File: src/hdsb_pkg.sv
// hdsb_pkg: ring sizes, event and status codes, beat types and ring pointer helpers
// for the half-duplex serial buffer engine; no dependencies
package hdsb_pkg;

	localparam int RX_DEPTH = 16;
	localparam int TX_DEPTH = 32;
	localparam int RX_PW = $clog2(RX_DEPTH);
	localparam int TX_PW = $clog2(TX_DEPTH);

	localparam int MODE_W = 3;
	localparam int DATA_W = 8;
	localparam int STATUS_W = 3;
	localparam int RX_COUNT_W = 4;
	localparam int TX_FREE_W = 5;
	localparam int HINT_W = 2;

	typedef logic [RX_PW-1:0] rx_ptr_t;
	typedef logic [TX_PW-1:0] tx_ptr_t;

	localparam logic [MODE_W-1:0] MODE_LINE_RX = 3'd0;
	localparam logic [MODE_W-1:0] MODE_HOST_READ = 3'd1;
	localparam logic [MODE_W-1:0] MODE_PUSH_BACK = 3'd2;
	localparam logic [MODE_W-1:0] MODE_HOST_WRITE = 3'd3;
	localparam logic [MODE_W-1:0] MODE_TX_EMPTY = 3'd4;
	localparam logic [MODE_W-1:0] MODE_TX_DONE = 3'd5;

	localparam logic [STATUS_W-1:0] ST_DONE = 3'd0;
	localparam logic [STATUS_W-1:0] ST_RX_FULL = 3'd1;
	localparam logic [STATUS_W-1:0] ST_RX_OFF = 3'd2;
	localparam logic [STATUS_W-1:0] ST_READ_EMPTY = 3'd3;
	localparam logic [STATUS_W-1:0] ST_TX_FULL = 3'd4;
	localparam logic [STATUS_W-1:0] ST_TX_IDLE = 3'd5;
	localparam logic [STATUS_W-1:0] ST_IGNORED = 3'd6;
	localparam logic [STATUS_W-1:0] ST_DISPLACED = 3'd7;

	localparam logic [HINT_W-1:0] HINT_NONE = 2'd0;
	localparam logic [HINT_W-1:0] HINT_IDLE = 2'd1;
	localparam logic [HINT_W-1:0] HINT_AWAKE = 2'd2;

	typedef struct packed {
		logic [MODE_W-1:0] mode;
		logic [DATA_W-1:0] data_in;
		logic              last_of_transfer;
	} item_t;

	typedef struct packed {
		logic [STATUS_W-1:0]   status;
		logic [DATA_W-1:0]     data_out;
		logic [RX_COUNT_W-1:0] rx_count;
		logic [TX_FREE_W-1:0]  tx_free;
		logic                  receiver_enabled;
		logic [HINT_W-1:0]     idle_hint;
	} result_t;

	function automatic rx_ptr_t rx_inc(rx_ptr_t p);
		return (p == rx_ptr_t'(RX_DEPTH - 1)) ? '0 : p + rx_ptr_t'(1);
	endfunction

	function automatic rx_ptr_t rx_dec(rx_ptr_t p);
		return (p == '0) ? rx_ptr_t'(RX_DEPTH - 1) : p - rx_ptr_t'(1);
	endfunction

	function automatic rx_ptr_t rx_used(rx_ptr_t w, rx_ptr_t r);
		return w - r + ((w < r) ? rx_ptr_t'(RX_DEPTH) : rx_ptr_t'(0));
	endfunction

	function automatic tx_ptr_t tx_inc(tx_ptr_t p);
		return (p == tx_ptr_t'(TX_DEPTH - 1)) ? '0 : p + tx_ptr_t'(1);
	endfunction

	function automatic tx_ptr_t tx_used(tx_ptr_t w, tx_ptr_t r);
		return w - r + ((w < r) ? tx_ptr_t'(TX_DEPTH) : tx_ptr_t'(0));
	endfunction

	function automatic tx_ptr_t tx_room(tx_ptr_t w, tx_ptr_t r);
		return tx_ptr_t'(TX_DEPTH - 1) - tx_used(w, r);
	endfunction

endpackage

File: src/hdsb_in_if.sv
// hdsb_in_if: valid/ready channel carrying one event beat into the engine
// depends on hdsb_pkg
interface hdsb_in_if;
	logic                         valid;
	logic                         ready;
	logic [hdsb_pkg::MODE_W-1:0]  mode;
	logic [hdsb_pkg::DATA_W-1:0]  data_in;
	logic                         last_of_transfer;

	modport source (output valid, output mode, output data_in, output last_of_transfer,
		input ready);
	modport sink (input valid, input mode, input data_in, input last_of_transfer,
		output ready);
endinterface

File: src/hdsb_out_if.sv
// hdsb_out_if: valid/ready channel carrying one result beat out of the engine
// depends on hdsb_pkg
interface hdsb_out_if;
	logic                             valid;
	logic                             ready;
	logic [hdsb_pkg::STATUS_W-1:0]    status;
	logic [hdsb_pkg::DATA_W-1:0]      data_out;
	logic [hdsb_pkg::RX_COUNT_W-1:0]  rx_count;
	logic [hdsb_pkg::TX_FREE_W-1:0]   tx_free;
	logic                             receiver_enabled;
	logic [hdsb_pkg::HINT_W-1:0]      idle_hint;

	modport source (output valid, output status, output data_out, output rx_count,
		output tx_free, output receiver_enabled, output idle_hint, input ready);
	modport sink (input valid, input status, input data_out, input rx_count,
		input tx_free, input receiver_enabled, input idle_hint, output ready);
endinterface

File: src/half_duplex_serial_buffer_engine_core.sv
// half_duplex_serial_buffer_engine_core: top level with input and result registers
// around hdsb_engine; depends on hdsb_pkg, hdsb_in_if, hdsb_out_if, hdsb_engine
//
// usage
//   req carries one event beat: mode, data_in, last_of_transfer
//   rsp carries exactly one result beat per event, in order
//   an event beat is taken into an input register; when the result register can
//   take it, the engine works the whole event and the result lands there
//   an accepted event passes the input register, then the result register,
//   before rsp.valid rises
//   throughput: one event per cycle while rsp is not stalled, set by the single pass through the
//   ring pointer and flag update between the two registers
//   while rsp is stalled the result register holds, one more event waits in
//   the input register, and req.ready drops until the result is taken
//   reset clears both rings to empty, switches the receiver on and disarms
//   transmission and completion; ring contents are not cleared
//   receive ring holds RX_DEPTH-1 bytes, transmit ring TX_DEPTH-1 bytes
module half_duplex_serial_buffer_engine_core (
	input  logic            clk,
	input  logic            arst_n,
	hdsb_in_if.sink         req,
	hdsb_out_if.source      rsp
);
	import hdsb_pkg::*;

	logic    valid_s1;
	item_t   item_s1;
	logic    valid_s2;
	result_t result_s2;
	result_t step_res;
	logic    advance;

	assign advance = valid_s1 && (!valid_s2 || rsp.ready);
	assign req.ready = !valid_s1 || advance;

	hdsb_engine u_engine (
		.clk    (clk),
		.arst_n (arst_n),
		.go     (advance),
		.item   (item_s1),
		.res    (step_res)
	);

	always_ff @(posedge clk or negedge arst_n) begin
		if (!arst_n) begin
			valid_s1 <= 1'b0;
			valid_s2 <= 1'b0;
		end else begin
			if (req.ready)
				valid_s1 <= req.valid;
			if (advance)
				valid_s2 <= 1'b1;
			else if (rsp.ready)
				valid_s2 <= 1'b0;
		end
	end

	always_ff @(posedge clk) begin
		if (req.valid && req.ready)
			item_s1 <= '{mode: req.mode, data_in: req.data_in,
				last_of_transfer: req.last_of_transfer};
		if (advance)
			result_s2 <= step_res;
	end

	assign rsp.valid = valid_s2;
	assign rsp.status = result_s2.status;
	assign rsp.data_out = result_s2.data_out;
	assign rsp.rx_count = result_s2.rx_count;
	assign rsp.tx_free = result_s2.tx_free;
	assign rsp.receiver_enabled = result_s2.receiver_enabled;
	assign rsp.idle_hint = result_s2.idle_hint;

	// a waiting event is neither lost nor altered while the result side stalls
	a_s1_hold: assert property (@(posedge clk) disable iff (!arst_n)
		(valid_s1 && !advance) |=> (valid_s1 && $stable(item_s1)))
		else $error("pending event lost during stall");

endmodule

File: src/hdsb_engine.sv
// hdsb_engine: receive and transmit rings, receiver and transmit flags, and the
// single-pass event step; depends on hdsb_pkg
module hdsb_engine (
	input  logic             clk,
	input  logic             arst_n,
	input  logic             go,
	input  hdsb_pkg::item_t  item,
	output hdsb_pkg::result_t res
);
	import hdsb_pkg::*;

	logic [DATA_W-1:0] rx_mem [RX_DEPTH];
	logic [DATA_W-1:0] tx_mem [TX_DEPTH];

	rx_ptr_t rx_wp_q, rx_rp_q, rx_wp_n, rx_rp_n, rx_waddr, rx_wp_inc, rx_rp_inc;
	tx_ptr_t tx_wp_q, tx_rp_q, tx_wp_n, tx_rp_n, tx_wp_inc, tx_rp_inc;
	logic rx_on_q, tx_armed_q, comp_armed_q;
	logic rx_on_n, tx_armed_n, comp_armed_n;
	logic rx_we, tx_we;
	logic [STATUS_W-1:0] status;
	logic [DATA_W-1:0] dout;
	logic [HINT_W-1:0] hint;

	assign rx_wp_inc = rx_inc(rx_wp_q);
	assign rx_rp_inc = rx_inc(rx_rp_q);
	assign tx_wp_inc = tx_inc(tx_wp_q);
	assign tx_rp_inc = tx_inc(tx_rp_q);

	always_comb begin
		rx_wp_n = rx_wp_q;
		rx_rp_n = rx_rp_q;
		tx_wp_n = tx_wp_q;
		tx_rp_n = tx_rp_q;
		rx_on_n = rx_on_q;
		tx_armed_n = tx_armed_q;
		comp_armed_n = comp_armed_q;
		rx_we = 1'b0;
		rx_waddr = rx_wp_inc;
		tx_we = 1'b0;
		status = ST_DONE;
		dout = '0;
		hint = HINT_NONE;
		case (item.mode)
			MODE_LINE_RX: begin
				if (!rx_on_q) begin
					status = ST_RX_OFF;
				end else begin
					if (rx_wp_inc != rx_rp_q) begin
						rx_we = 1'b1;
						rx_wp_n = rx_wp_inc;
					end else begin
						status = ST_RX_FULL;
					end
					hint = HINT_AWAKE;
				end
			end
			MODE_HOST_READ: begin
				if (rx_wp_q == rx_rp_q) begin
					status = ST_READ_EMPTY;
					hint = HINT_IDLE;
				end else begin
					rx_rp_n = rx_rp_inc;
					dout = rx_mem[rx_rp_inc];
					if (item.last_of_transfer && rx_wp_q == rx_rp_inc)
						hint = HINT_IDLE;
				end
			end
			MODE_PUSH_BACK: begin
				if (rx_wp_inc == rx_rp_q) begin
					rx_wp_n = rx_dec(rx_wp_q);
					status = ST_DISPLACED;
				end
				rx_we = 1'b1;
				rx_waddr = rx_rp_q;
				rx_rp_n = rx_dec(rx_rp_q);
				hint = HINT_AWAKE;
			end
			MODE_HOST_WRITE: begin
				if (tx_wp_inc == tx_rp_q) begin
					status = ST_TX_FULL;
				end else begin
					tx_we = 1'b1;
					tx_wp_n = tx_wp_inc;
				end
				if (item.last_of_transfer)
					tx_armed_n = 1'b1;
			end
			MODE_TX_EMPTY: begin
				if (!tx_armed_q) begin
					status = ST_IGNORED;
				end else if (tx_wp_q != tx_rp_q) begin
					rx_on_n = 1'b0;
					tx_rp_n = tx_rp_inc;
					dout = tx_mem[tx_rp_inc];
				end else begin
					comp_armed_n = 1'b1;
					tx_armed_n = 1'b0;
					status = ST_TX_IDLE;
				end
			end
			MODE_TX_DONE: begin
				if (comp_armed_q) begin
					rx_on_n = 1'b1;
					comp_armed_n = 1'b0;
				end else begin
					status = ST_IGNORED;
				end
			end
			default: begin
				status = ST_IGNORED;
			end
		endcase
	end

	always_comb begin
		res.status = status;
		res.data_out = dout;
		res.rx_count = RX_COUNT_W'(rx_used(rx_wp_n, rx_rp_n));
		res.tx_free = TX_FREE_W'(tx_room(tx_wp_n, tx_rp_n));
		res.receiver_enabled = rx_on_n;
		res.idle_hint = hint;
	end

	always_ff @(posedge clk or negedge arst_n) begin
		if (!arst_n) begin
			rx_wp_q <= '0;
			rx_rp_q <= '0;
			tx_wp_q <= '0;
			tx_rp_q <= '0;
			rx_on_q <= 1'b1;
			tx_armed_q <= 1'b0;
			comp_armed_q <= 1'b0;
		end else if (go) begin
			rx_wp_q <= rx_wp_n;
			rx_rp_q <= rx_rp_n;
			tx_wp_q <= tx_wp_n;
			tx_rp_q <= tx_rp_n;
			rx_on_q <= rx_on_n;
			tx_armed_q <= tx_armed_n;
			comp_armed_q <= comp_armed_n;
		end
	end

	always_ff @(posedge clk) begin
		if (go && rx_we)
			rx_mem[rx_waddr] <= item.data_in;
		if (go && tx_we)
			tx_mem[tx_wp_inc] <= item.data_in;
	end

	// receiver stays off only while a transmission or its completion is pending
	a_rx_off_pending: assert property (@(posedge clk) disable iff (!arst_n)
		!rx_on_q |-> (tx_armed_q || comp_armed_q))
		else $error("receiver off with nothing pending");

	a_rx_off_no_store: assert property (@(posedge clk) disable iff (!arst_n)
		(go && item.mode == MODE_LINE_RX && !rx_on_q) |=> ($stable(rx_wp_q) && $stable(rx_rp_q)))
		else $error("line byte stored while receiver off");

	a_ptr_range: assert property (@(posedge clk) disable iff (!arst_n)
		({1'b0, rx_wp_q} < (RX_PW+1)'(RX_DEPTH)) && ({1'b0, rx_rp_q} < (RX_PW+1)'(RX_DEPTH))
		&& ({1'b0, tx_wp_q} < (TX_PW+1)'(TX_DEPTH)) && ({1'b0, tx_rp_q} < (TX_PW+1)'(TX_DEPTH)))
		else $error("ring pointer out of range");

endmodule
File: src/flat_wrapper.sv
// flat-port wrapper written by rule: the top's interface ports become plain ports
module half_duplex_serial_buffer_engine_core_flat import hdsb_pkg::*;
  (clk, arst_n, req_valid, req_mode, req_data_in, req_last_of_transfer, req_ready, rsp_valid, rsp_status, rsp_data_out, rsp_rx_count, rsp_tx_free, rsp_receiver_enabled, rsp_idle_hint, rsp_ready);
  hdsb_in_if req_i ();
  hdsb_out_if rsp_i ();
  input  logic clk;
  input  logic arst_n;
  input wire logic [$bits(req_i.valid)-1:0] req_valid;
  input wire logic [$bits(req_i.mode)-1:0] req_mode;
  input wire logic [$bits(req_i.data_in)-1:0] req_data_in;
  input wire logic [$bits(req_i.last_of_transfer)-1:0] req_last_of_transfer;
  output wire logic [$bits(req_i.ready)-1:0] req_ready;
  output wire logic [$bits(rsp_i.valid)-1:0] rsp_valid;
  output wire logic [$bits(rsp_i.status)-1:0] rsp_status;
  output wire logic [$bits(rsp_i.data_out)-1:0] rsp_data_out;
  output wire logic [$bits(rsp_i.rx_count)-1:0] rsp_rx_count;
  output wire logic [$bits(rsp_i.tx_free)-1:0] rsp_tx_free;
  output wire logic [$bits(rsp_i.receiver_enabled)-1:0] rsp_receiver_enabled;
  output wire logic [$bits(rsp_i.idle_hint)-1:0] rsp_idle_hint;
  input wire logic [$bits(rsp_i.ready)-1:0] rsp_ready;
  assign req_i.valid = req_valid;
  assign req_i.mode = req_mode;
  assign req_i.data_in = req_data_in;
  assign req_i.last_of_transfer = req_last_of_transfer;
  assign req_ready = req_i.ready;
  assign rsp_valid = rsp_i.valid;
  assign rsp_status = rsp_i.status;
  assign rsp_data_out = rsp_i.data_out;
  assign rsp_rx_count = rsp_i.rx_count;
  assign rsp_tx_free = rsp_i.tx_free;
  assign rsp_receiver_enabled = rsp_i.receiver_enabled;
  assign rsp_idle_hint = rsp_i.idle_hint;
  assign rsp_i.ready = rsp_ready;
  half_duplex_serial_buffer_engine_core u_core (.clk(clk), .arst_n(arst_n), .req(req_i), .rsp(rsp_i));
endmodule
File: config.mk
export PLATFORM = sky130hd
export DESIGN_NAME = half_duplex_serial_buffer_engine_core_flat
export DESIGN_NICKNAME = d
export VERILOG_FILES = /design/src/hdsb_pkg.sv /design/src/hdsb_in_if.sv /design/src/hdsb_out_if.sv /design/src/half_duplex_serial_buffer_engine_core.sv /design/src/hdsb_engine.sv /design/src/flat_wrapper.sv
export SDC_FILE = /design/constraint.sdc
export NUM_CORES = 1
export LEC_CHECK = 0
export ABC_AREA = 1
export ABC_CLOCK_PERIOD_IN_PS = 3400
export BUFFER_PORTS_ARGS = -buffer_cell sky130_fd_sc_hd__buf_2
export CELL_PAD_IN_SITES_DETAIL_PLACEMENT = 0
export CELL_PAD_IN_SITES_GLOBAL_PLACEMENT = 2
export CORE_UTILIZATION = 30
export CTS_CLUSTER_SIZE = 8
export DETAILED_ROUTE_END_ITERATION = 10
export PLACE_DENSITY_LB_ADDON = 0.12
export SLEW_MARGIN = 5
export SYNTH_ARGS = -nofsm -noshare
export SYNTH_HDL_FRONTEND = slang
export SYNTH_HIERARCHICAL = 1
export SYNTH_SLANG_ARGS = --single-unit
File: constraint.sdc
create_clock -name clk -period 3.4 [get_ports clk]
set_input_delay 0.51 -clock clk [delete_from_list [all_inputs] [get_ports clk]]
set_output_delay 0.51 -clock clk [all_outputs]
set_load 0.05 [all_outputs]
After elaboration in Yosys (flattened, before gate mapping):

Memories as Yosys holds them, arrays and structs flattened.
Cells that the tools add are included.

* memories kept: 2
* RAM bits: 384
* bits in registers: 58
* word-level logic and storage cells: 121
* output and inout port bits: 25

Memory list
* u_core.u_engine.tx_mem: depth 32, width 8, rd ports 1, clocked after Yosys merged registers in 0, write ports 1, RTL line hdsb_engine.sv:13 `logic [DATA_W-1:0] tx_mem [TX_DEPTH];`
* u_core.u_engine.rx_mem: depth 16, width 8, rd ports 1, clocked after Yosys merged registers in 0, write ports 1, RTL line hdsb_engine.sv:12 `logic [DATA_W-1:0] rx_mem [RX_DEPTH];`

* equality and inequality tests: 18
* reduce and logical (&&, ||, !) cells: 17
* mux-type cells: 57
* add/subtract/negate cells: 9

Operators with widths (count)
* 4-bit 2-to-1 mux: 9
* 5-bit 2-to-1 mux: 7
* 8-bit 2-to-1 mux: 3
* 1-bit 2-to-1 mux: 21
* 3-bit one-hot mux with 6 select lines: 1
* 4-bit one-hot mux with 2 select lines: 2
* 8-bit one-hot mux with 2 select lines: 1
* 3-bit 2-to-1 mux: 5
* 4-bit equality test: 3
* 5-bit by 1-bit adder with 5-bit output, second input constant: 2
* 5-bit equality test, second input constant: 2
* 4-bit by 1-bit adder with 4-bit output, second input constant: 2
* 4-bit equality test, second input constant: 2
* 4-bit zero test: 2
* 1-bit one-hot mux with 2 select lines: 4
* 4-bit by 1-bit subtractor with 4-bit output, second input constant: 2
* 3-bit by 2-bit equality test with 1-bit output, second input constant: 2
* 3-bit equality test, second input constant: 2
* 2-bit 2-to-1 mux: 3
* 2-bit one-hot mux with 3 select lines: 1
* 2-bit nonzero test: 3
* 5-bit equality test: 1
* 1-bit logical AND: 5
* 5-bit != test: 1
* other kinds (12): 15

Logic depth before layout (Yosys ltp):

Gate-level depths: netlist of the first run.

* depth after elaboration: 9
* gate-level depth with buffers: 25
* mapped depth without buffers: 24

Hierarchy:

Netlist of the first run, hierarchy kept.

Modules (own cells, without submodules)
* hdsb_engine: cells each 1702, area an instance 18231.2 um2, instances 1
* half_duplex_serial_buffer_engine_core: cells each 47, area an instance 1146.1 um2, instances 1

Least setup slack after synthesis of the first run:

Ideal clock, no wire load.

* kind: flip-flop to flip-flop
* start: reg u_core.valid_s2, in the netlist u_core/rsp.valid
* end: mem u_core.u_engine.rx_mem[0][0] (enable)
* slack: -0.228 ns
* buffers on the path: 0
* arrival time: 3.258 ns
* stages on the path, launching flop included: 6
* data required time: 3.030 ns
* cells stage by stage: dfrtp_1 -> a21oi_1 -> inv_1 -> a211oi_4 -> nand2_2 -> nor2_1

* longest elaborated chain between the ends: 6

Ends and longest elaborated chain
* start, declared: RTL line half_duplex_serial_buffer_engine_core.sv:28 `logic valid_s2;`
* start signal, assigned: RTL line half_duplex_serial_buffer_engine_core.sv:47 `valid_s2 <= 1'b0;`
* start signal, assigned: RTL line half_duplex_serial_buffer_engine_core.sv:52 `valid_s2 <= 1'b1;`
* start signal, assigned: RTL line half_duplex_serial_buffer_engine_core.sv:54 `valid_s2 <= 1'b0;`
* 1-bit zero test: RTL line half_duplex_serial_buffer_engine_core.sv:33 `assign advance = valid_s1 && (!valid_s2 || rsp.ready);`
* 1-bit logical OR: RTL line half_duplex_serial_buffer_engine_core.sv:33
* 1-bit logical AND: RTL line half_duplex_serial_buffer_engine_core.sv:33
* via u_core.advance: RTL line half_duplex_serial_buffer_engine_core.sv:31 `logic advance;`
* 1-bit logical AND: RTL line hdsb_engine.sv:145 `if (go && rx_we)`
* 1-bit 2-to-1 mux: RTL line hdsb_engine.sv:145
* 1-bit 2-to-1 mux (implied by the code): RTL line hdsb_engine.sv:146 `rx_mem[rx_waddr] <= item.data_in;`
* end, declared: RTL line hdsb_engine.sv:12

The timed path passes the listed nets, and every way through them passes these cells.

==> flow_metrics.env, run 1 <==
export IMPL_synth_fp_nets=1786
export IMPL_antenna_found_initial=0
export IMPL_start_util_pct=30.6
export IMPL_core_area_mm2=0.0634
export IMPL_vias=13059
export IMPL_grt_util_all_layers_pct=17.5
export IMPL_hp_start="req_data_in[0]"
export IMPL_fin_crit_sh_pct=92.0
export IMPL_path_buf_inv=1
export IMPL_crit_path_frequent_cell="nand2_1"
export IMPL_grt_pass1_vias=12944
export IMPL_power_density_mw_per_mm2=821
export IMPL_cp_start_kind="flip-flop"
export IMPL_slew_headroom_pct=38.0
export IMPL_final_setup_viol_count=0
export IMPL_finalWirelength_um=57300
export IMPL_r2r_slack_ps=270
export IMPL_fmax_mhz=320
export IMPL_ir_drop_v=0.000494
export IMPL_grt_pass1_wl_um=86100
export IMPL_dr_first_iter_drc_count=991
export IMPL_cp_num_cells=21
export IMPL_cp_arrival_ps=3490
export IMPL_hp_class="in -> reg"
export IMPL_dieArea_mm2=0.0656
export IMPL_clkSinkCount=442
export IMPL_total_power_mw=18.8
export IMPL_avgSynthCellArea_um2=11.1
export IMPL_synth_distinct_cells=45
export IMPL_die_w_um=256
export IMPL_maxCapViolCount=0
export IMPL_hold_path_depth=1
export IMPL_io_pins=41
export IMPL_rsz0062_at_grt="yes"
export IMPL_fin_skew_ps=17.1
export IMPL_syn_area_mm2=0.0194
export IMPL_rr_endpoint="u_core/rsp.tx_free[4]$_DFFE_PP_"
export IMPL_synthArstFlopShare_pct=5.20
export IMPL_fp_dieH_um=256
export IMPL_ys_warn_count=6
export IMPL_layout_common_cells="nand2_1, edfxtp_1, nand3_1, inv_1, buf_4"
export IMPL_slew_viol_final=0
export IMPL_status="complete, no violations"
export IMPL_area_growth_pct=18.2
export IMPL_clk_path_buf_depth=3
export IMPL_via_per_inst=4.74
export IMPL_crit_type="reg -> reg"
export IMPL_hold_viol=0
export IMPL_cts_tree="done"
export IMPL_fin_crit_ps=3130
export IMPL_layout_commonest_cell="nand2_1"
export IMPL_synth_ff_type="edfxtp_1"
export IMPL_synth_enable_flop_cells=419
export IMPL_final_antenna_net_count=0
export IMPL_pre_cts_slack_ps=115
export IMPL_reg2reg_depth=21
export IMPL_place_gp_congestion=0.822
export IMPL_cp_slowest_cell="dfrtp_1"
export IMPL_htree_levels=2
export IMPL_wl_per_cell_um=20.8
export IMPL_crit_fanout=4
export IMPL_slowest_delay_ps=370
export IMPL_nets=1920
export IMPL_reg2reg_from="u_core/u_engine/tx_wp_q[0]$_DFFE_PN0P_"
export IMPL_cp_required_ps=3760
export IMPL_setup_tns_final_ps=0
export IMPL_path_clk_slew_ps=50
export IMPL_path_cells="ha_1 > nand2_1 > nor2_1 > ha_1 > inv_2 > nand2_1 > o21ai_1 > nor2_1 > nand2_1 > nor2_2 > nand3_2 > nand2_4 > o21ai_0 > ha_2 > fa_2 > nand2_1 > nand2_1 > a21oi_2 > nand3b_1 > nand2_1 > xor2_1"
export IMPL_worstSkewPairLatency_ps=610
export IMPL_cp_top_family="adder cells"
export IMPL_setup_ws_ps=273
export IMPL_num_rows=92
export IMPL_drive_gt1_share_pct=15.1
export IMPL_drcViolationCount=0
export IMPL_drtPass1Iterations=6
export IMPL_netlist_instances=1749
export IMPL_end_kind="flip-flop"
export IMPL_ys_ff_latch=442
export IMPL_cts_inserted_buffers=61
export IMPL_ys_seq_area_share_pct=67.9
export IMPL_dp_hpwl_um=34700
export IMPL_tightestPinTransition_ps=930
export IMPL_clockRootBuffer="clkbuf_16"
export IMPL_port_buffers=40
export IMPL_p_leak_nw=8.57
export IMPL_grt_max_degree=93
export IMPL_holdPathEnd="u_core/item_s1[1]$_DFFE_PP_"
export IMPL_grt_overflow=0
cell usage after synthesis (8+ instances only):
cell,instances,share of area (%)
inv_2,15,0.29
nand2_1,429,8.3
dfrtp_1,22,2.8
o211ai_1,18,0.70
buf_6,8,0.46
nand4_1,15,0.48
clkbuf_1,30,0.58
edfxtp_1,419,65
inv_1,121,2.3
buf_2,36,0.93
o21ai_0,84,2.2
o21ai_1,13,0.34
ha_1,19,1.2
nor2_1,86,1.7
nand3_1,292,7.5
a21oi_1,61,1.6
through the flow:
step	utilization, %	hold slack [ps]	instance area, µm²	instances
floorplan	-	214	19400	1749
finish	36.1	75.0	22900	2755
CTS	36.0	27.7	22900	2751
detailed placement	33.3	527	21200	2662
global placement	33.3	518	21200	2662
global route	36.1	39.9	22900	2754
routing by layer:
layer | share of wire, % | GRT usage (%) | vias up
met2 | 45 | 27.0 | 213
li1 | - | - | 6368
met5 | 0 | 0 | -
met4 | 2.1 | 4.59 | 0
met1 | 49 | 25.5 | 6408
met3 | 3.6 | 2.58 | 70
state kept, by name, summed over array words and instances (netlist names), 2 cells and up:
name                     count
u_core/u_engine/rx_wp_q      4
u_core/u_engine/tx_wp_q      5
u_core/item_s1              12
u_core/rsp.idle_hint         2
u_core/u_engine/tx_rp_q      5
u_core/rsp.tx_free           5
u_core/rsp.status            3
u_core/rsp.rx_count          4
u_core/u_engine/tx_mem     256
u_core/rsp.data_out          8
u_core/u_engine/rx_rp_q      4
u_core/u_engine/rx_mem     128
repair_timing:
item / in CTS / in global routing
hold buffers: 1 / 0
endpoints found under the setup margin: 0 / 2
buffers inserted: 0 / 2
resized for setup: 0 / 8
endpoints found under the hold margin: 22 / 0
cells by family (layout without fill, tap and decap cells):
logic type                 Yosys count  count (layout)  synth area share [%]
and+or+nand+nor                    860             861                  19.7
DFF                                442             442                  67.9
buffers and inverters              222             380                  4.99
AOI/OAI and AO/OA                  196             196                  5.65
adders and majority gates           21              21                  1.43
xor gates and xnor gates             8               8                 0.362
other                                0               1                     0
where the power goes:
part	internal [mW]	switching [mW]	total, mW
logic	2.09	4.74	6.83
clock network	3.35	2.23	5.58
registers	6.24	0.168	6.41
worst max-delay path by stage:
stage	from	end	slack, ps
finish	u_core/u_engine/tx_wp_q[0]$_DFFE_PN0P_	u_core/rsp.tx_free[4]$_DFFE_PP_	270
global route	u_core/u_engine/rx_wp_q[0]$_DFFE_PN0P_	u_core/rsp.rx_count[3]$_DFFE_PP_	-0.6
CTS	u_core/u_engine/rx_wp_q[0]$_DFFE_PN0P_	u_core/rsp.rx_count[3]$_DFFE_PP_	100
detailed placement	u_core/u_engine/rx_wp_q[0]$_DFFE_PN0P_	u_core/rsp.rx_count[3]$_DFFE_PP_	110
global placement	u_core/u_engine/tx_wp_q[0]$_DFFE_PN0P_	u_core/rsp.tx_free[4]$_DFFE_PP_	160
floorplan	u_core/u_engine/tx_wp_q[0]$_DFFE_PN0P_	u_core/rsp.tx_free[4]$_DFFE_PP_	6
worst register-to-register path, stage by stage, from the launching register on:
cell and delay, ps:
dfrtp_1 370, ha_1 220, nand2_1 90, nor2_1 50
ha_1 300, inv_2 60, nand2_1 50, o21ai_1 60
nor2_1 100, nand2_1 70, nor2_2 110, nand3_2 100
nand2_4 90, o21ai_0 90, ha_2 210, fa_2 360
nand2_1 70, nand2_1 60, a21oi_2 120, nand3b_1 110
nand2_1 70, xor2_1 130
layout make-up:
cell class,count,area [µm²]
diodes,1,2.50
fillers,6224,40500
repair buffers,155,1150
clock inverters,1,8.76
inverters,137,519
multi-input cells,1086,5320
clock buffers,87,1690
well taps,846,1060
flip-flops and latches,442,13200
Power figures use the tool's default switching activity.
==> run 2: changes to the inputs <==
- PLACE_DENSITY_LB_ADDON: 0.12 -> 0.05
==> flow_metrics.env, run 2 (synthesized netlist as in run 1, its figures left out) <==
export IMPL_status="complete, no violations"
export IMPL_p_int_mw=11.6
export IMPL_grt_overflow=0
export IMPL_pwr_share_comb_pct=37.2
export IMPL_worstSkewPairLatency_ps=630
export IMPL_wl_per_cell_um=21.6
export IMPL_final_antenna_net_count=0
export IMPL_start_util_pct=30.6
export IMPL_layout_commonest_cell="nand2_1"
export IMPL_clkSinkCount=442
export IMPL_regMostFlops="u_core/u_engine/tx_mem"
export IMPL_cts_tree="done"
export IMPL_fmax_mhz=314
export IMPL_finalWirelength_um=59500
export IMPL_vias=13163
export IMPL_end_kind="flip-flop"
export IMPL_use_met1_pct=26.3
export IMPL_drcViolationCount=0
export IMPL_final_setup_viol_count=0
export IMPL_crit_fanout=4
export IMPL_largest_reg_flops=256
export IMPL_place_gp_congestion=0.763
export IMPL_cp_required_ps=3760
export IMPL_cts_inserted_buffers=61
export IMPL_dp_hpwl_um=35100
export IMPL_fp_dieH_um=256
export IMPL_core_area_mm2=0.0634
export IMPL_nets=1916
export IMPL_clockRootBuffer="clkbuf_16"
export IMPL_antenna_found_initial=1
export IMPL_p_sw_mw=7.40
export IMPL_grt_pass1_wl_um=88900
export IMPL_via_per_inst=4.78
export IMPL_maxCapViolCount=0
export IMPL_io_pins=41
export IMPL_utilization_pct=36.1
export IMPL_cp_arrival_ps=3550
export IMPL_hp_class="in -> reg"
export IMPL_clk_path_buf_depth=3
export IMPL_cp_start_kind="flip-flop"
export IMPL_design_area_mm2=0.0229
export IMPL_num_rows=92
export IMPL_pwr_share_clk_pct=29.1
export IMPL_area_growth_pct=18.1
export IMPL_htree_levels=2
export IMPL_hold_viol=0
export IMPL_drive_gt1_share_pct=15.0
export IMPL_fin_skew_ps=24.4
export IMPL_dpl_cell_area_mm2=0.0211
export IMPL_grt_util_all_layers_pct=18.3
export IMPL_largest_registers="u_core/u_engine/tx_mem (256), u_core/u_engine/rx_mem (128), u_core/item_s1 (12)"
export IMPL_layout_common_cells="nand2_1, edfxtp_1, nand3_1, inv_1, buf_4"
export IMPL_tightestPinTransition_ps=789
export IMPL_ir_drop_v=0.000573
export IMPL_path_clk_slew_ps=50
export IMPL_power_density_mw_per_mm2=832
export IMPL_top_usage_layer="met2"
export IMPL_n_fill_cell=6249
export IMPL_p_seq_share_pct=33.7
export IMPL_crit_type="reg -> reg"
export IMPL_slew_viol_final=0
export IMPL_grt_max_degree=129
export IMPL_netSwitchingFraction_pct=38.9
export IMPL_fin_crit_sh_pct=93.6
export IMPL_dieArea_mm2=0.0656
export IMPL_dr_first_iter_drc_count=851
export IMPL_port_buffers=40
export IMPL_die_w_um=256
export IMPL_grtUsageMet2_pct=28.6
export IMPL_fin_crit_ps=3180
export IMPL_slew_headroom_pct=47.4
export IMPL_grt_pass1_vias=13259
export IMPL_drtPass1Iterations=5
export IMPL_p_leak_nw=8.55
export IMPL_use_met3_pct=2.47
-- run 2: what timing repair did --
action	in CTS	in global routing
gates resized for setup	0	10
setup buffers	0	7
hold buffers	1	0
endpoints found under the setup margin	0	3
hold endpoints to repair	22	0
-- run 2: path summary, 6_finish.rpt --
| kind | start | to | slack, ps | depth (start not counted) |
|---|---|---|---|---|
| worst max-delay path | u_core/u_engine/tx_wp_q[0]$_DFFE_PN0P_ | u_core/rsp.tx_free[4]$_DFFE_PP_ | 220 | 20 |
| max in group asynchronous | arst_n | u_core/u_engine/rx_wp_q[0]$_DFFE_PN0P_ | 2490 | 2 |
| min in group asynchronous | arst_n | u_core/u_engine/rx_wp_q[3]$_DFFE_PN0P_ | 460 | 2 |
| worst max register to register | u_core/u_engine/tx_wp_q[0]$_DFFE_PN0P_ | u_core/rsp.tx_free[4]$_DFFE_PP_ | 220 | 20 |
| worst min register to register | u_core/u_engine/comp_armed_q$_DFFE_PN0P_ | u_core/u_engine/comp_armed_q$_DFFE_PN0P_ | 530 | 1 |
| worst min-delay path | req_data_in[2] | u_core/item_s1[3]$_DFFE_PP_ | 70 | 1 |
-- run 2: power by group through the flow --
| stage | sequential [mW] | clock [mW] | combinational (mW) |
|---|---|---|---|
| floorplan | 6.78 | 0 | 4.24 |
| global placement | 6.52 | 0 | 7.18 |
| detailed placement | 6.51 | 0 | 7.13 |
| CTS | 6.41 | 5.74 | 7.16 |
| global route | 6.43 | 5.94 | 7.91 |
| finish | 6.41 | 5.54 | 7.08 |
-- run 2: worst max-delay path: stages (launching register included) --
cell and delay [ps]:
dfrtp_1 380, ha_2 200, nand2_2 70, nor2_1 40, ha_1 290, inv_2 90, o21ai_0 70, nor2_1 120
nand2_1 70, nor2_2 110, nand3_2 100, nand2_4 80, o21ai_0 100, ha_2 220, fa_2 370, nand2_1 80
nand2_1 60, a21oi_2 130, nand3b_1 120, nand2_1 70, xor2_1 140
-- run 2: area by class of cell --
cell class,instances,area (µm²),area share [%]
repair buffers,152,1130,4.94
well taps,846,1060,4.63
multi-input cells,1085,5330,23.3
diodes,1,2.50,0.0109
flip-flops and latches,442,13200,57.5
clock buffers,85,1640,7.16
inverters,137,519,2.27
clock inverters,3,42.5,0.186
-- run 2: per-stage QoR --
stage / hold slack (ps) / setup TNS (ps) / power [mW] / setup WS (ps) / cells
finish: 66.8 / 0 / 19.0 / 217 / 2751
global route: 26.3 / -16.0 / 20.3 / -16.0 / 2750
CTS: 25.8 / 0 / 19.3 / 36.8 / 2743
detailed placement: 522 / 0 / 13.6 / 67.1 / 2654
global placement: 512 / 0 / 13.7 / 95.0 / 2654
floorplan: 214 / 0 / 11.0 / 6.13 / 1749
-- run 2: metal layers --
metal / vias up / part of all wire [%]
li1: 6365 / -
met1: 6485 / 49
met4: 0 / 2.4
met2: 228 / 45
met5: - / 0
met3: 85 / 3.8
==> run 3: changes to the inputs <==
- REMOVE_ABC_BUFFERS: unset -> 1
==> flow_metrics.env, run 3 (synthesized netlist as in run 1, its figures left out) <==
export IMPL_clkSinkCount=442
export IMPL_cp_slowest_cell="fa_2"
export IMPL_status="complete, no violations"
export IMPL_netSwitchingFraction_pct=38.1
export IMPL_end_kind="flip-flop"
export IMPL_whs_ps=90.7
export IMPL_antenna_found_initial=0
export IMPL_wl_per_cell_um=21.7
export IMPL_slew_viol_final=0
export IMPL_slew_headroom_pct=30.3
export IMPL_design_area_mm2=0.0231
export IMPL_use_met1_pct=26.3
export IMPL_critPathLaunch="u_core/u_engine/tx_wp_q[1]$_DFFE_PN0P_"
export IMPL_nets=1924
export IMPL_final_antenna_net_count=0
export IMPL_cts_tree="done"
export IMPL_finalWirelength_um=59800
export IMPL_hp_class="in -> reg"
export IMPL_drtPass1Iterations=5
export IMPL_place_gp_congestion=0.773
export IMPL_p_sw_mw=7.44
export IMPL_area_growth_pct=19.3
export IMPL_diodes=0
export IMPL_crit_fanout=5
export IMPL_pwr_share_clk_pct=30.9
export IMPL_vias=13090
export IMPL_cts_inserted_buffers=66
export IMPL_dr_first_iter_drc_count=872
export IMPL_clk_path_buf_depth=3
export IMPL_use_met3_pct=3.35
export IMPL_n_fill_cell=6285
export IMPL_drive_gt1_share_pct=15.6
export IMPL_path_clk_slew_ps=50
export IMPL_fin_cells=2755
export IMPL_fp_dieH_um=256
export IMPL_dp_cells=2657
export IMPL_layout_common_cells="nand2_1, edfxtp_1, nand3_1, inv_1, buf_4"
export IMPL_reg2reg_from="u_core/u_engine/tx_wp_q[1]$_DFFE_PN0P_"
export IMPL_crit_type="reg -> reg"
export IMPL_rr_endpoint="u_core/rsp.tx_free[4]$_DFFE_PP_"
export IMPL_cp_start_kind="flip-flop"
export IMPL_maxCapViolCount=0
export IMPL_dpl_cell_area_mm2=0.0211
export IMPL_dieArea_mm2=0.0656
export IMPL_cp_arrival_ps=3500
export IMPL_port_buffers=40
export IMPL_dp_hpwl_um=36800
export IMPL_p_seq_share_pct=32.9
export IMPL_regMostFlops="u_core/u_engine/tx_mem"
export IMPL_final_setup_viol_count=0
export IMPL_num_rows=92
export IMPL_reg2reg_depth=19
export IMPL_path_cells="ha_2 > nand2_2 > nor2_1 > ha_1 > inv_2 > o21ai_1 > nor2_1 > nand2_1 > nor2_2 > nand3_2 > nand2_4 > o21ai_0 > fa_2 > nand2_1 > nand2_1 > a21oi_2 > nand3b_1 > nand2_1 > xor2_1"
export IMPL_largest_registers="u_core/u_engine/tx_mem (256), u_core/u_engine/rx_mem (128), u_core/item_s1 (12)"
export IMPL_start_util_pct=30.6
export IMPL_grtUsageMet2_pct=27.9
export IMPL_tightestPinTransition_ps=1050
export IMPL_crit_path_frequent_cell="nand2_1"
export IMPL_grt_overflow=0
export IMPL_grt_pass1_vias=12865
export IMPL_grt_pass1_wl_um=87900
export IMPL_die_w_um=256
export IMPL_seq_area_mm2=0.0132
export IMPL_total_power_mw=19.5
export IMPL_slowest_delay_ps=450
export IMPL_r2r_slack_ps=230
export IMPL_setup_ws_ps=230
export IMPL_power_density_mw_per_mm2=845
export IMPL_utilization_pct=36.4
export IMPL_cp_required_ps=3730
export IMPL_core_area_mm2=0.0634
export IMPL_drcViolationCount=0
export IMPL_fin_crit_sh_pct=93.2
export IMPL_fmax_mhz=315
export IMPL_fin_skew_ps=27.3
export IMPL_rsz0062_at_grt="no"
export IMPL_ir_drop_v=0.000550
export IMPL_p_int_mw=12.1
export IMPL_top_usage_layer="met2"
export IMPL_pre_cts_slack_ps=51.9
export IMPL_setup_tns_final_ps=0
export IMPL_htree_levels=3
export IMPL_largest_reg_flops=256
export IMPL_grt_util_all_layers_pct=18.2
export IMPL_via_per_inst=4.75
export IMPL_pwr_share_comb_pct=36.2
export IMPL_p_leak_nw=8.68
export IMPL_grt_max_degree=76
export IMPL_clockRootBuffer="clkbuf_16"
export IMPL_layout_commonest_cell="nand2_1"
export IMPL_worstSkewPairLatency_ps=600
export IMPL_io_pins=41
export IMPL_hold_viol=0
export IMPL_fin_crit_ps=3170
export IMPL_cp_endpoint="u_core/rsp.tx_free[4]$_DFFE_PP_"
export IMPL_multi_input_area_mm2=0.00532
[run 3: changes by cell type in the layout (fill, tap and decap cells not counted), moves of 2 or more]
cell	change
clkbuf_1	-11
clkbuf_8	+3
clkinv_8	+2
buf_12	+2
o21ai_0	-2
o21ai_1	+2
clkbuf_16	+7
[run 3: worst min path at each step]
stage,from,endpoint,slack (ps),cells after the start
finish,req_data_in[6],u_core/item_s1[7]$_DFFE_PP_,90,1
global route,req_data_in[7],u_core/item_s1[8]$_DFFE_PP_,60,1
detailed placement,u_core/valid_s1$_DFFE_PN0P_,u_core/rsp.valid$_DFFE_PN0P_,520,2
CTS,req_data_in[6],u_core/item_s1[7]$_DFFE_PP_,50,1
floorplan,arst_n,u_core/rsp.valid$_DFFE_PN0P_,210,0
global placement,u_core/valid_s1$_DFFE_PN0P_,u_core/rsp.valid$_DFFE_PN0P_,510,2
[run 3: area by class of cell]
cell class,instances,area share (%)
sequential,442,56.9
clock inverter,6,0.298
tap,846,4.58
inverter,137,2.25
multi-input combinational,1086,23.0
timing repair buffer,154,5.07
clock buffer,84,7.84
[run 3: routing by layer]
layer	share of wire, %	wire length [µm]
met4	2.2	1290
met5	0	0
met1	50	29600
met2	45	26700
met3	3.7	2230
[run 3: critical path, delay by kind of cell (launching register included)]
family          cells  cell delay, ps
simple gates       11             960
xor+xnor            1             140
buf+inv             1              90
fa+ha+maj           3             960
compound gates      3             370
flops               1             380
[run 3: timing repair]
action | CTS | global route
endpoints found under the setup margin | 0 | 2
hold endpoints to repair | 22 | 0
hold buffers | 1 | 0
setup buffers | 0 | 6
resized for setup | 0 | 10
[run 3: power groups by stage]
stage | Sequential [mW] | Clock [mW] | Combinational, mW
3_5_place_dp | 6.52 | 0 | 7.10
6_report | 6.42 | 6.04 | 7.07
4_1_cts | 6.42 | 6.25 | 7.14
3_3_place_gp | 6.53 | 0 | 7.15
2_1_floorplan | 6.82 | 0 | 4.02
5_1_grt | 6.44 | 6.44 | 7.87
